===== config.mk =====
export PLATFORM = sky130hd
export DESIGN_NAME = binary_cross_morphology_filter
export DESIGN_NICKNAME = d
export VERILOG_FILES = /design/src/rtl/bcm_pkg.sv /design/src/rtl/bcm_ram.sv /design/src/rtl/bcm_scan.sv /design/src/rtl/bcm_kernel.sv /design/src/rtl/bcm_outq.sv /design/src/rtl/binary_cross_morphology_filter.sv
export SDC_FILE = /design/constraint.sdc
export NUM_CORES = 2
export LEC_CHECK = 0
export BUFFER_PORTS_ARGS = -buffer_cell sky130_fd_sc_hd__buf_2
export CORE_MARGIN = 4
export CORE_UTILIZATION = 25
export CTS_CLUSTER_DIAMETER = 40
export DETAILED_ROUTE_END_ITERATION = 12
export PLACE_DENSITY_LB_ADDON = 0.12
export SYNTH_ARGS = -nofsm -noshare
export SYNTH_HDL_FRONTEND = slang
export SYNTH_SLANG_ARGS = --single-unit
export TNS_END_PERCENT = 1

===== constraint.sdc =====
create_clock -name clk -period 14.5 [get_ports clk]
set_input_delay 0 -clock clk [delete_from_list [all_inputs] [get_ports clk]]
set_output_delay 0 -clock clk [all_outputs]
set_load 0.05 [all_outputs]

===== src/rtl/bcm_pkg.sv =====
package bcm_pkg;

  localparam int FRAME_WIDTH_W  = 11;
  localparam int FRAME_HEIGHT_W = 12;
  localparam int CFG_DATA_W     = 12;
  localparam int CFG_INDEX_W    = 2;

  localparam int MAX_WIDTH_DEF  = 1024;
  localparam int OQ_DEPTH       = 4;

  localparam logic [CFG_INDEX_W-1:0] REG_FRAME_WIDTH  = 2'd0;
  localparam logic [CFG_INDEX_W-1:0] REG_FRAME_HEIGHT = 2'd1;
  localparam logic [CFG_INDEX_W-1:0] REG_MODE_DILATE  = 2'd2;

  localparam logic [FRAME_WIDTH_W-1:0]  FRAME_WIDTH_RST  = 11'd640;
  localparam logic [FRAME_HEIGHT_W-1:0] FRAME_HEIGHT_RST = 12'd480;

  typedef struct packed {
    logic pixel_in;
    logic fill;
  } mask_word_t;

  typedef struct packed {
    logic pixel_out;
    logic frame_last;
  } result_word_t;

  // per-item control carried from the scan stage to the kernel stage
  typedef struct packed {
    logic p;
    logic emit;
    logic last;
    logic up_ok;
    logic down_ok;
    logic left_ok;
    logic right_ok;
    logic fwd_a;
    logic fwd_b;
  } item_ctl_t;

endpackage


===== src/rtl/bcm_ram.sv =====
module bcm_ram #(
  parameter int WIDTH = 1,
  parameter int DEPTH = 1024,
  localparam int AW = (DEPTH > 1) ? $clog2(DEPTH) : 1
) (
  input  logic             clk,
  input  logic             we,
  input  logic [AW-1:0]    waddr,
  input  logic [WIDTH-1:0] wdata,
  input  logic [AW-1:0]    raddr,
  output logic [WIDTH-1:0] rdata
);

  logic [WIDTH-1:0] mem [DEPTH];

  // read returns the old contents on a same-address write
  always_ff @(posedge clk) begin
    if (we) begin
      mem[waddr] <= wdata;
    end
    rdata <= mem[raddr];
  end

endmodule


===== src/rtl/bcm_scan.sv =====
module bcm_scan #(
  parameter int MAX_WIDTH = bcm_pkg::MAX_WIDTH_DEF,
  localparam int CW = $clog2(MAX_WIDTH),
  localparam int WW = $clog2(MAX_WIDTH + 1),
  localparam int RW = bcm_pkg::FRAME_HEIGHT_W + 1,
  localparam int EW = (WW > bcm_pkg::FRAME_WIDTH_W) ? WW : bcm_pkg::FRAME_WIDTH_W
) (
  input  logic                                clk,
  input  logic                                rst,
  input  logic                                accept,
  input  bcm_pkg::mask_word_t                 word,
  input  logic [bcm_pkg::FRAME_WIDTH_W-1:0]   frame_width,
  input  logic [bcm_pkg::FRAME_HEIGHT_W-1:0]  frame_height,
  input  logic                                restart,
  output logic [CW-1:0]                       rd_addr_a,
  output logic [CW-1:0]                       rd_addr_b,
  output logic                                item_valid,
  output bcm_pkg::item_ctl_t                  item,
  output logic [CW-1:0]                       item_k
);

  localparam logic [EW-1:0] MAXW = EW'(MAX_WIDTH);

  logic [CW-1:0] col;
  logic [RW-1:0] row;

  logic [EW-1:0]                       fw_ext;
  logic [EW-1:0]                       w_clamp;
  logic [WW-1:0]                       w;
  logic [CW-1:0]                       wm1;
  logic [bcm_pkg::FRAME_HEIGHT_W-1:0]  h_eff;
  logic [RW-1:0]                       h_row;
  logic [RW-1:0]                       h_plus1;
  logic [CW-1:0]                       cw;
  logic                                col0;
  logic [CW-1:0]                       k;
  logic [CW:0]                         col_inc;
  bcm_pkg::item_ctl_t                  ctl;
  logic [CW-1:0]                       col_next;
  logic [RW-1:0]                       row_next;

  always_comb begin
    fw_ext = EW'(frame_width);
    if (fw_ext < EW'(2)) begin
      w_clamp = EW'(2);
    end else if (fw_ext > MAXW) begin
      w_clamp = MAXW;
    end else begin
      w_clamp = fw_ext;
    end
    w   = WW'(w_clamp);
    wm1 = CW'(w - WW'(1));

    h_eff   = (frame_height < bcm_pkg::FRAME_HEIGHT_W'(2)) ?
              bcm_pkg::FRAME_HEIGHT_W'(2) : frame_height;
    h_row   = RW'(h_eff);
    h_plus1 = h_row + RW'(1);

    cw   = (WW'(col) >= w) ? wm1 : col;
    col0 = (cw == '0);
    k    = col0 ? wm1 : cw - CW'(1);

    ctl.p        = word.pixel_in & ~word.fill & (row < h_row);
    ctl.emit     = col0 ? (row >= RW'(2)) : ((row >= RW'(1)) && (row <= h_row));
    ctl.last     = col0 && (row == h_plus1);
    ctl.up_ok    = col0 ? (row >= RW'(3)) : (row >= RW'(2));
    ctl.down_ok  = col0 ? (row <= h_row) : (row < h_row);
    ctl.left_ok  = col0 | (cw >= CW'(2));
    ctl.right_ok = ~col0;
    // kernel writes this cycle land after our read; bypass them
    ctl.fwd_a    = item_valid && (item_k == k);
    ctl.fwd_b    = item_valid && (item_k == cw);

    col_inc = {1'b0, cw} + (CW+1)'(1);
    if (ctl.last) begin
      col_next = '0;
      row_next = '0;
    end else if (col_inc >= (CW+1)'(w)) begin
      col_next = '0;
      row_next = (row == h_plus1) ? row : row + RW'(1);
    end else begin
      col_next = CW'(col_inc);
      row_next = row;
    end
  end

  assign rd_addr_a = k;
  assign rd_addr_b = cw;

  always_ff @(posedge clk) begin
    if (rst) begin
      col        <= '0;
      row        <= '0;
      item_valid <= 1'b0;
    end else begin
      item_valid <= accept;
      if (restart) begin
        col <= '0;
        row <= '0;
      end else if (accept) begin
        col <= col_next;
        row <= row_next;
      end
    end
  end

  always_ff @(posedge clk) begin
    if (accept) begin
      item   <= ctl;
      item_k <= k;
    end
  end

endmodule


===== src/rtl/bcm_kernel.sv =====
module bcm_kernel #(
  parameter int MAX_WIDTH = bcm_pkg::MAX_WIDTH_DEF,
  localparam int CW = $clog2(MAX_WIDTH)
) (
  input  logic                  clk,
  input  logic                  rst,
  input  logic                  mode_dilate,
  input  logic                  restart,
  input  logic                  item_valid,
  input  bcm_pkg::item_ctl_t    item,
  input  logic [CW-1:0]         item_k,
  input  logic [1:0]            a_rdata,
  input  logic                  b_rdata,
  output logic                  wr_en,
  output logic [CW-1:0]         wr_addr,
  output logic [1:0]            a_wdata,
  output logic                  b_wdata,
  output logic                  push,
  output bcm_pkg::result_word_t push_word
);

  // window[0]: previous incoming pixel, window[1]: left of the filtered pixel
  logic [1:0] window;
  logic [1:0] last_word;

  logic [1:0] a_word;
  logic       centre;
  logic       above;
  logic       rightv;
  logic       pending;
  logic       oldleft;
  logic       and_v;
  logic       or_v;

  always_comb begin
    a_word  = item.fwd_a ? last_word : a_rdata;
    centre  = a_word[0];
    above   = a_word[1];
    rightv  = item.fwd_b ? last_word[0] : b_rdata;
    pending = window[0];
    oldleft = window[1];

    and_v = centre & (~item.up_ok | above) & (~item.down_ok | pending) &
            (~item.left_ok | oldleft) & (~item.right_ok | rightv);
    or_v  = centre | (item.up_ok & above) | (item.down_ok & pending) |
            (item.left_ok & oldleft) | (item.right_ok & rightv);

    push_word.pixel_out  = mode_dilate ? or_v : and_v;
    push_word.frame_last = item.last;
  end

  assign push    = item_valid & item.emit;
  assign wr_en   = item_valid;
  assign wr_addr = item_k;
  assign a_wdata = {centre, pending};
  assign b_wdata = pending;

  always_ff @(posedge clk) begin
    if (rst) begin
      window <= '0;
    end else if (restart) begin
      window <= '0;
    end else if (item_valid) begin
      window <= item.last ? 2'b00 : {centre, item.p};
    end
  end

  always_ff @(posedge clk) begin
    if (item_valid) begin
      last_word <= {centre, pending};
    end
  end

endmodule


===== src/rtl/bcm_outq.sv =====
module bcm_outq (
  input  logic                  clk,
  input  logic                  rst,
  input  logic                  push,
  input  bcm_pkg::result_word_t push_word,
  input  logic                  reserve,
  output logic                  full,
  output logic                  out_valid,
  input  logic                  out_stall,
  output bcm_pkg::result_word_t out_word
);

  localparam int DEPTH = bcm_pkg::OQ_DEPTH;
  localparam int PW    = $clog2(DEPTH);
  localparam int CNTW  = $clog2(DEPTH + 1);

  bcm_pkg::result_word_t entries [DEPTH];
  logic [PW-1:0]   wr_ptr;
  logic [PW-1:0]   rd_ptr;
  logic [CNTW-1:0] count;
  logic            pop;

  assign out_valid = (count != '0);
  assign out_word  = entries[rd_ptr];
  assign pop       = out_valid & ~out_stall;
  // room for every word in flight plus one more
  assign full      = ((CNTW+1)'(count) + (CNTW+1)'(reserve)) >= (CNTW+1)'(DEPTH);

  always_ff @(posedge clk) begin
    if (rst) begin
      wr_ptr <= '0;
      rd_ptr <= '0;
      count  <= '0;
    end else begin
      if (push) begin
        wr_ptr <= (wr_ptr == PW'(DEPTH - 1)) ? '0 : wr_ptr + PW'(1);
      end
      if (pop) begin
        rd_ptr <= (rd_ptr == PW'(DEPTH - 1)) ? '0 : rd_ptr + PW'(1);
      end
      if (push && !pop) begin
        count <= count + CNTW'(1);
      end else if (pop && !push) begin
        count <= count - CNTW'(1);
      end
    end
  end

  always_ff @(posedge clk) begin
    if (push) begin
      entries[wr_ptr] <= push_word;
    end
  end

endmodule


===== src/rtl/binary_cross_morphology_filter.sv =====
// Results lag input by width+1 words in stream terms; the scan stage registers the
// accepted word, the kernel filters it and pushes the result into the output queue.
// Throughput: one word per clock while mask_stall is low, set by the read-modify-write
// of the line buffer RAMs (one write port) and the four-entry output queue.
// Reset (rst, synchronous): position, window and queue cleared, registers to
// 640 x 480 erosion; line buffer RAM contents are left as they are.
module binary_cross_morphology_filter #(
  parameter int MAX_WIDTH = bcm_pkg::MAX_WIDTH_DEF
) (
  input  logic                               clk,
  input  logic                               rst,
  input  logic                               mask_valid,
  output logic                               mask_stall,
  input  bcm_pkg::mask_word_t                mask,
  output logic                               result_valid,
  input  logic                               result_stall,
  output bcm_pkg::result_word_t              result,
  input  logic                               cfg_we,
  input  logic [bcm_pkg::CFG_INDEX_W-1:0]    cfg_index,
  input  logic [bcm_pkg::CFG_DATA_W-1:0]     cfg_data
);

  localparam int CW = $clog2(MAX_WIDTH);

  logic [bcm_pkg::FRAME_WIDTH_W-1:0]  frame_width;
  logic [bcm_pkg::FRAME_HEIGHT_W-1:0] frame_height;
  logic                               mode_dilate;
  logic [bcm_pkg::FRAME_WIDTH_W-1:0]  frame_width_next;
  logic [bcm_pkg::FRAME_HEIGHT_W-1:0] frame_height_next;
  logic                               mode_dilate_next;
  logic                               restart;

  logic                  accept;
  logic [CW-1:0]         rd_addr_a;
  logic [CW-1:0]         rd_addr_b;
  logic                  item_valid;
  bcm_pkg::item_ctl_t    item;
  logic [CW-1:0]         item_k;
  logic [1:0]            a_rdata;
  logic                  b_rdata;
  logic                  wr_en;
  logic [CW-1:0]         wr_addr;
  logic [1:0]            a_wdata;
  logic                  b_wdata;
  logic                  push;
  bcm_pkg::result_word_t push_word;
  logic                  full;

  always_comb begin
    frame_width_next  = frame_width;
    frame_height_next = frame_height;
    mode_dilate_next  = mode_dilate;
    restart           = 1'b0;
    if (cfg_we) begin
      unique case (cfg_index)
        bcm_pkg::REG_FRAME_WIDTH: begin
          frame_width_next = cfg_data[bcm_pkg::FRAME_WIDTH_W-1:0];
          restart          = 1'b1;
        end
        bcm_pkg::REG_FRAME_HEIGHT: begin
          frame_height_next = cfg_data[bcm_pkg::FRAME_HEIGHT_W-1:0];
          restart           = 1'b1;
        end
        bcm_pkg::REG_MODE_DILATE: begin
          mode_dilate_next = cfg_data[0];
        end
        default: begin
        end
      endcase
    end
  end

  always_ff @(posedge clk) begin
    if (rst) begin
      frame_width  <= bcm_pkg::FRAME_WIDTH_RST;
      frame_height <= bcm_pkg::FRAME_HEIGHT_RST;
      mode_dilate  <= 1'b0;
    end else begin
      frame_width  <= frame_width_next;
      frame_height <= frame_height_next;
      mode_dilate  <= mode_dilate_next;
    end
  end

  assign mask_stall = full;
  assign accept     = mask_valid & ~mask_stall;

  bcm_scan #(
    .MAX_WIDTH(MAX_WIDTH)
  ) u_scan (
    .clk          (clk),
    .rst          (rst),
    .accept       (accept),
    .word         (mask),
    .frame_width  (frame_width),
    .frame_height (frame_height),
    .restart      (restart),
    .rd_addr_a    (rd_addr_a),
    .rd_addr_b    (rd_addr_b),
    .item_valid   (item_valid),
    .item         (item),
    .item_k       (item_k)
  );

  // {row above, row center} at the filtered column
  bcm_ram #(
    .WIDTH(2),
    .DEPTH(MAX_WIDTH)
  ) u_ram_a (
    .clk   (clk),
    .we    (wr_en),
    .waddr (wr_addr),
    .wdata (a_wdata),
    .raddr (rd_addr_a),
    .rdata (a_rdata)
  );

  // copy of row center for the right neighbor
  bcm_ram #(
    .WIDTH(1),
    .DEPTH(MAX_WIDTH)
  ) u_ram_b (
    .clk   (clk),
    .we    (wr_en),
    .waddr (wr_addr),
    .wdata (b_wdata),
    .raddr (rd_addr_b),
    .rdata (b_rdata)
  );

  bcm_kernel #(
    .MAX_WIDTH(MAX_WIDTH)
  ) u_kernel (
    .clk         (clk),
    .rst         (rst),
    .mode_dilate (mode_dilate),
    .restart     (restart),
    .item_valid  (item_valid),
    .item        (item),
    .item_k      (item_k),
    .a_rdata     (a_rdata),
    .b_rdata     (b_rdata),
    .wr_en       (wr_en),
    .wr_addr     (wr_addr),
    .a_wdata     (a_wdata),
    .b_wdata     (b_wdata),
    .push        (push),
    .push_word   (push_word)
  );

  bcm_outq u_outq (
    .clk       (clk),
    .rst       (rst),
    .push      (push),
    .push_word (push_word),
    .reserve   (item_valid),
    .full      (full),
    .out_valid (result_valid),
    .out_stall (result_stall),
    .out_word  (result)
  );

endmodule


==> results.txt <==
outcome - complete, no violations
Max transition margin - 10.11%
Design Area, Final - 123300 µm²
max-slew violations - 0
final layout net count - 9779
YS warnings - 0
CTS clk-pin slew, worst paths - 0.05 ns
Post-Syn Area per Cell - 10.39 µm²
Pwr Density - 180.3 nW/µm²
first-pass GRT wire length - 666600 µm
netlist area before placement - 102300 µm²
Synth Instances - 9846
cell row count - 234
CTS root buf - clkbuf_16
Post-Route Setup TNS - 0 ns
Post-Syn Nets - 9913
overall routing resource usage - 22.19%
routability cong. - 0.8464
Hold Path Stages - 3
dpl cell area - 108200 µm²
crit-path max FO - 91
initial antenna violation count - 33
Wirelength per Cell - 31.17 µm
port bufs - 24
total grt overflow - 0
1st-iter DRT viols - 10.08k
area grow syn2layout - 20.58%
die height - 647.6 µm
Vias - 84.34k
Yosys top cell by area - edfxtp_1
top-area cell type share of the netlist area - 60.99%
Clock Skew - 0.07269 ns
Initial Util - 25.13%
DP Wirelength - 273100 µm
Max Root-Sink Buffers - 4
# IOs - 25
most frequent cells in the layout - nand2_1 (2519), edfxtp_1 (2077), nor2_1 (1115)
postcts setup bufs - 0
vias in the first global route - 82.02k
number of synthesized flops with an enable pin - 2077
startpoint types - register
Peak VDD IR - 0.1344 mV
Post-route DRC - 0
commonest non-fill, non-tap cell in the layout - nand2_1
die width - 647.6 µm
Cell variety after synth - 88
Async SR Flop Fraction - 0%
Worst EP required - 15.28 ns
CTS HTree Levels - 5
post_cts resized - 0
post-synthesis sequential area ratio - 62.20%
top cells by area, synth - edfxtp_1 (61%), nand2_1 (9.4%), nand3_1 (4.1%), nor2_1 (4.1%), a311oi_1 (2.9%)
Post-Route WL - 483500 µm
Via density - 5.437
RSZ-0062 raised after global routing - false
worst hold path type - input port to register
final hold vios - 0
Clk Latency, worst-skew pair - 0.96 ns
Setup-failing EPs final - 0
Main synth FF type - edfxtp_1
Core ar. - 407000 µm²
actual slew at the worst max-slew pin - 1.348 ns
Setup CP Type - register to register
R2R cell count - 25
fillers - 41.84k
clock period minus worst slack - 9.342 ns
layout cell share with drive strength beyond 1 - 10.97%
Max-Cap Viols - 0
crit path DAT - 10.12 ns
CP Capture Type - register
synthesized flop and latch total - 2139
die area - 419300 µm²
Static Leakage - 41.72 nW
Antenna Nets Post-Route - 0
fin crit share - 64.42%
pin count of the biggest net entering global routing - 201
CTS tree - yes
Clock Sinks - 2139
drt first pass iters - 6
FMAX - 107.0 MHz
CTS Buf Count - 412
hold buffers post-CTS - 62
==> flip-flops by register name, indices dropped and copies added (netlist names), named ones only <==
register / flops
u_ram_b.rdata: 1
u_outq.wr_ptr: 2
u_scan.item_valid: 1
u_scan.item_k: 10
frame_width: 11
u_outq.entries: 8
u_ram_a.rdata: 2
u_outq.count: 3
u_ram_a.mem: 2048
u_kernel.last_word: 2
u_scan.item: 9
u_outq.rd_ptr: 2
mode_dilate: 1
frame_height: 12
u_kernel.window: 2
u_scan.col: 10
u_scan.row: 13
==> power by group <==
group	switching (mW)	internal, mW	total, mW
Clock	3.54	6.48	10.0
Combinational	3.89	1.09	4.98
Sequential	0.0575	7.18	7.23
Total	7.49	14.7	22.2
==> Yosys cell counts, types with 15 or more instances <==
library cell,count
nand2_1,2564
edfxtp_1,2077
nor2_1,1121
nand3_1,847
clkbuf_1,469
and3_1,363
a311oi_1,340
a211oi_1,336
buf_2,228
a31oi_1,220
a21oi_1,142
buf_1,137
inv_1,73
a32oi_1,70
dfxtp_1,62
o21ai_0,62
mux2i_1,56
buf_4,54
nor3_1,54
ha_1,45
o22ai_1,44
xnor2_1,38
a311o_1,36
o211ai_1,32
a2111oi_0,21
nand4_1,21
a22oi_1,18
xor2_1,18
nor4_1,17
nand2b_1,15
==> per-layer routing <==
metal	vias up	routed length, µm	share of wire [%]	GRT usage, %
met5	-	13	0.0027	0
met4	2	17030	3.5	7.714
met3	883	36470	7.5	4.132
met2	4153	219500	45	35.05
met1	43370	210500	44	30.40
li1	35930	-	-	-
==> worst max-delay path, stage by stage (launching register included) <==
cell and delay, ns:
dfxtp_1 0.39, nor4_2 0.56, nand3_1 0.18, nand3_1 0.27, inv_1 0.21, ha_1 0.32
nor2b_1 0.05, o21ai_1 0.19, a41oi_1 0.28, o21ai_4 0.20, buf_4 0.65, a21o_4 0.44
inv_8 0.24, ha_1 0.33, o2bb2ai_4 0.16, buf_12 0.57, inv_8 0.36, nor2_4 0.64
buf_12 0.46, nand3_1 0.16, a32oi_1 0.24, nor4_1 0.13, or4_1 0.57, o311a_1 0.25
nor3_1 0.70, o22ai_1 0.22
==> kinds of logic after synthesis <==
group	after synthesis	synth area share [%]
multiplexers	69	0.7268
AO/OA/AOI/OAI	1473	10.80
buffers and inverters	977	4.123
flip-flops	2139	62.20
XOR/XNOR	56	0.4796
adder cells (fa/ha/maj)	46	0.5702
AND/OR/NAND/NOR	5086	21.09
==> cell type report <==
cell class | instances | area (µm²) | area share, %
antenna | 20 | 50.05 | 0.04059
timing repair buffer | 348 | 3055 | 2.478
sequential | 2139 | 63610 | 51.59
tap | 5428 | 6792 | 5.508
clock inverter | 316 | 3792 | 3.076
inverter | 81 | 359.1 | 0.2912
clock buffer | 451 | 10620 | 8.609
multi-input combinational | 6730 | 35020 | 28.41
==> worst paths after layout <==
| path | from | end | slack (ns) |
|---|---|---|---|
| worst max-delay path | frame_width[6] | u_ram_a.rdata[1] | 5.16 |
| worst min-delay path | rst | u_outq.count[1] | 0.14 |
| worst max register to register | frame_width[6] | u_ram_a.rdata[1] | 5.16 |
| worst min register to register | u_outq.wr_ptr[1] | u_outq.wr_ptr[1] | 0.50 |
==> metrics by stage <==
stage          util, %  worst slack (ns)  hold WS (ns)  std cells  power, mW
2_1_floorplan        -             5.525        0.1178       9846      10.02
3_3_place_gp     26.59             4.654        0.2497      14660      12.29
3_5_place_dp     26.59             5.381        0.2368      14660      12.27
4_1_cts          30.29             5.349       0.07363      15490      22.33
5_1_grt          30.29             5.055        0.1412      15500      22.86
6_report         30.30             5.158        0.1398      15510      22.23
(Power assumes the default switching activity.)
